===== config.mk =====
export PLATFORM = sky130hd
export DESIGN_NAME = mfbld_ctrl
export DESIGN_NICKNAME = d
export VERILOG_FILES = /design/src/rtl/mfbld_pkg.sv /design/src/rtl/mfbld_ctrl.sv
export SDC_FILE = /design/constraint.sdc
export NUM_CORES = 1
export LEC_CHECK = 0
export CORE_AREA = 2 2 39 41
export CTS_CLUSTER_DIAMETER = 150
export CTS_CLUSTER_SIZE = 16
export DETAILED_ROUTE_END_ITERATION = 7
export DIE_AREA = 0 0 41 43
export DONT_BUFFER_PORTS = 1
export PLACE_DENSITY_LB_ADDON = 0.2
export SLEW_MARGIN = 20
export SYNTH_ARGS = -nofsm -noshare
export SYNTH_HDL_FRONTEND = slang
export SYNTH_SLANG_ARGS = --single-unit

===== constraint.sdc =====
create_clock -name clock -period 2.4 [get_ports clock]
set_clock_uncertainty 0.1 [all_clocks]
set_input_delay 0.12 -clock clock [delete_from_list [all_inputs] [get_ports clock]]
set_output_delay 0.12 -clock clock [all_outputs]
set_load 0.02 [all_outputs]

===== src/rtl/mfbld_pkg.sv =====
// Shared constants, codes and control types of the monochrome frame buffer line drawer.
package mfbld_pkg;

   localparam int FRAME_WIDTH  = 200;
   localparam int FRAME_HEIGHT = 200;
   localparam int ROW_BYTES    = (FRAME_WIDTH + 7) / 8;
   localparam int STORE_BYTES  = ROW_BYTES * FRAME_HEIGHT;
   localparam int ADDR_W       = $clog2(STORE_BYTES);

   typedef enum logic [2:0] {
      CMD_FILL  = 3'd0,
      CMD_PIXEL = 3'd1,
      CMD_HLINE = 3'd2,
      CMD_VLINE = 3'd3,
      CMD_READ  = 3'd4
   } cmd_type;

   typedef enum logic [2:0] {
      ST_CLEAR,
      ST_IDLE,
      ST_DECODE,
      ST_FILL,
      ST_RD,
      ST_WR,
      ST_DONE
   } state_type;

   typedef struct packed {
      logic load;
      logic sweep_write;
      logic sweep_fill;
      logic rmw_write;
      logic capture;
   } dp_cmd_type;

   typedef struct packed {
      cmd_type cmd;
      logic    in_frame;
      logic    len_zero;
      logic    last_elem;
      logic    last_sweep;
   } dp_status_type;

endpackage


===== src/rtl/mfbld_ctrl.sv =====
// Controller state machine: clearing pass, command sequencing and response strobe.
module mfbld_ctrl (
   input  logic                     clock,
   input  logic                     reset,
   input  logic                     start,
   input  mfbld_pkg::dp_status_type stat,
   output mfbld_pkg::dp_cmd_type    ctl,
   output logic                     busy,
   output logic                     rsp_strobe
);

   mfbld_pkg::state_type state_ff, state_in;

   always_ff @(posedge clock) begin
      if (reset) begin
         state_ff <= mfbld_pkg::ST_CLEAR;
      end else begin
         state_ff <= state_in;
      end
   end

   // Next state
   always_comb begin
      state_in = state_ff;
      unique case (state_ff)
         mfbld_pkg::ST_CLEAR: begin
            if (stat.last_sweep) state_in = mfbld_pkg::ST_IDLE;
         end
         mfbld_pkg::ST_IDLE: begin
            if (start) state_in = mfbld_pkg::ST_DECODE;
         end
         mfbld_pkg::ST_DECODE: begin
            unique case (stat.cmd) inside
               mfbld_pkg::CMD_FILL: begin
                  state_in = mfbld_pkg::ST_FILL;
               end
               mfbld_pkg::CMD_PIXEL, mfbld_pkg::CMD_READ: begin
                  state_in = stat.in_frame ? mfbld_pkg::ST_RD : mfbld_pkg::ST_DONE;
               end
               mfbld_pkg::CMD_HLINE, mfbld_pkg::CMD_VLINE: begin
                  state_in = (stat.in_frame && !stat.len_zero) ? mfbld_pkg::ST_RD :
                                                                 mfbld_pkg::ST_DONE;
               end
               default: begin
                  state_in = mfbld_pkg::ST_DONE;
               end
            endcase
         end
         mfbld_pkg::ST_FILL: begin
            if (stat.last_sweep) state_in = mfbld_pkg::ST_DONE;
         end
         mfbld_pkg::ST_RD: begin
            state_in = mfbld_pkg::ST_WR;
         end
         mfbld_pkg::ST_WR: begin
            state_in = ((stat.cmd == mfbld_pkg::CMD_READ) || stat.last_elem) ?
                       mfbld_pkg::ST_DONE : mfbld_pkg::ST_RD;
         end
         mfbld_pkg::ST_DONE: begin
            state_in = mfbld_pkg::ST_IDLE;
         end
         default: begin
            state_in = mfbld_pkg::ST_IDLE;
         end
      endcase
   end

   // Outputs
   always_comb begin
      ctl        = '0;
      busy       = 1'b1;
      rsp_strobe = 1'b0;
      unique case (state_ff)
         mfbld_pkg::ST_CLEAR: begin
            ctl.sweep_write = 1'b1;
         end
         mfbld_pkg::ST_IDLE: begin
            busy     = 1'b0;
            ctl.load = start;
         end
         mfbld_pkg::ST_FILL: begin
            ctl.sweep_write = 1'b1;
            ctl.sweep_fill  = 1'b1;
         end
         mfbld_pkg::ST_WR: begin
            if (stat.cmd == mfbld_pkg::CMD_READ) begin
               ctl.capture = 1'b1;
            end else begin
               ctl.rmw_write = 1'b1;
            end
         end
         mfbld_pkg::ST_DONE: begin
            rsp_strobe = 1'b1;
         end
         default: begin
            ctl = '0;
         end
      endcase
   end

`ifndef SYNTHESIS
   a_single_strobe: assert property (@(posedge clock) disable iff (reset)
      rsp_strobe |=> !rsp_strobe)
      else $error("response strobe held for more than one cycle");

   a_accept_decodes: assert property (@(posedge clock) disable iff (reset)
      (start && !busy) |=> (state_ff == mfbld_pkg::ST_DECODE))
      else $error("accepted request not decoded");

   a_write_after_read: assert property (@(posedge clock) disable iff (reset)
      (state_ff == mfbld_pkg::ST_WR) |-> ($past(state_ff) == mfbld_pkg::ST_RD))
      else $error("modify-write without preceding store read");

   a_no_mixed_write: assert property (@(posedge clock) disable iff (reset)
      !(ctl.sweep_write && (ctl.rmw_write || ctl.load)))
      else $error("sweep write overlaps another datapath command");
`endif

endmodule


==> reports/qor.yml <==
global_route:
  grt_pass1_vias: 244
  grt_pass1_wl_um: 1000
  grt_overflow: 0
  grt_antenna_before_repair: 0
  grt_usage_pct: 8.735
  grt_max_degree: 10
pwr:
  powerDensity_nw_per_um2: 698.2
  power_leakage_nw: 0.1205
  vdd_drop_max_v: 0.0002614
yosys:
  synth_compound_area_share_pct: 25.13
  ys_ff_latch: 3
  synth_edf_count: 0
  yosysSeqAreaShare_pct: 25.67
  avgSynthCellArea_um2: 6.882
  yosys.area_share.simple_pct: 39.04
  synth_area_um2: 234.0
  synth_xor_xnor_area_share_pct: 3.743
  ys.flop_type: "dfxtp_1"
  async_reset_ff_share_pct: 0
  yosysWarnings: 0
  synthAdderAreaFrac_pct: 0
  synth_top_family_by_area: "simple AND/OR/NAND/NOR gates"
  synth_nets: 44
  netlist-cell-type-count: 18
  syn-instance-count: 34
  synth_mux_area_share_pct: 0
critical_path:
  start_kind: "register"
  worstPathArrival_ns: 1.43
  cp_max_fo: 7
  cp.required_ns: 2.18
  critPathKind: "register to primary output"
  worstSetupEndpointType: "primary output"
place:
  placed_area_um2: 254.0
  io_buffers: 0
  dp_hpwl_um: 496.1
  routabilityCongestion: 0.6173
cells_and_area:
  num-nets-final: 50
  largest_register_ff_count: 3
  drive_gt1_share_pct: 10.26
  syn_to_final_growth_pct: 24.06
  final_area_um2: 290.3
  post-route-util_pct: 20.98
  top_register: "state_ff"
  n_antenna_cell: 0
  reg_top3: "state_ff x3"
route:
  drtAntennaViolNets: 0
  route.met3.wl_um: 67
  drtIter0Drc: 10
  firstDrtPassIters: 4
  m1WireLength_um: 276
  highest_layer: "met3"
  post_drt_wl_per_cell_um: 11.15
  vias: 253
  met2WireLength_um: 269
  wl_um: 613
  viasPerCell: 4.600
  drc_errors: 0
clock_tree:
  clock-sinks: 3
  cts_resized: 0
  clock_path_buffers: 2
  cts_hold_buf: 1
  root_buffer: "clkbuf_4"
  htreeDepth: 1
  cts_buffers: 3
  worstSkewPairLatency_ns: 0.23
  post_cts.repair.setup_buffers: 0
  cts_tree: "built"
  clk_pin_slew_ns: 0.04
die:
  ios: 17
  fp.dieW_um: 41
  die_y_um: 43
  die-area_um2: 1763
  start_util_pct: 16.91
  rows: 14
  design.core.area_um2: 1384
min_path:
  hold_class: "input pin to register"
timing:
  rsz0062_at_grt: "no"
  fin_tns_setup_ns: 0
  worst_pin_slew_ns: 0.6266
  hold_ws_ns: 0.01539
  slew_headroom_pct: 57.91
  finalHoldViolations: 0
  finalCritPeriodShare_pct: 68.64
  period_needed_ns: 1.647
  slew_violations: 0
  fmax_ghz: 0.6071
  setup_viol: 0
outcome:
  status: "finished clean"
flow_run:
  cap_violations: 0
## per-layer routing
metal  track usage (%)  up-vias
li1                  -      129
met1             10.61      109
met2             11.88       15
met3             2.094        0
met4             8.000        0
met5                 0        -
## Yosys cell counts, drive strengths merged (2+ instances only)
cell	instances	area [um2]
a21oi	2	10.01
nand2b	2	12.51
o21ai	3	15.01
nor3	2	10.01
dfxtp	3	60.06
inv	4	15.01
nor2b	3	18.77
nor2	5	18.77
## worst paths after layout
check,startpoint,end,slack [ns],cells after the start
setup reg to reg,state_ff[2],state_ff[2],1.13,3
setup / recovery,state_ff[0],ctl[4],0.75,3
hold / removal,reset,state_ff[1],0.02,2
hold reg to reg,state_ff[1],state_ff[0],0.50,2
## final cells by class
type                       count  area [um2]
timing repair buffer           1       10.01
sequential                     3       60.06
fill                         153        1094
inverter                       4       15.01
multi-input combinational     27       158.9
clock buffer                   4       26.28
tap                           16       20.02
## logic make-up after synthesis
logic type,count (synthesis)
buf+inv,4
simple gates,17
compound gates,9
xor+xnor,1
flops,3
## power by group
part	switching (mW)	leakage, nW	internal, mW
Combinational	0.0327	0.0808	0.0185
Clock	0.0242	0.0150	0.0622
Sequential	0.00900	0.0246	0.0561
## critical path, stage by stage, from the launching register on
cell	delay [ns]
dfxtp_1	0.40
nor2b_1	0.25
nand2b_1	0.21
nor2_1	0.35
## stage by stage
stage	setup slack, ns	cells	total power, mW
final	0.7528	55	0.2027
after global routing	0.5898	55	0.2174
after CTS	0.7377	55	0.2071
after detailed placement	0.9891	50	0.1155
after global placement	1.015	50	0.1165
after floorplan	1.081	34	0.1078
## placed cells by master (no fill, tap or decap), types with 2 or more instances in the layout
cell and instances:
clkbuf_4 3, nand2b_1 2, nor3_1 2, nor2_1 5, o21ai_0 3, a21oi_1 2, inv_1 4, dfxtp_1 3
nor2b_1 3
No activity file was read; power rests on OpenSTA's default activity.
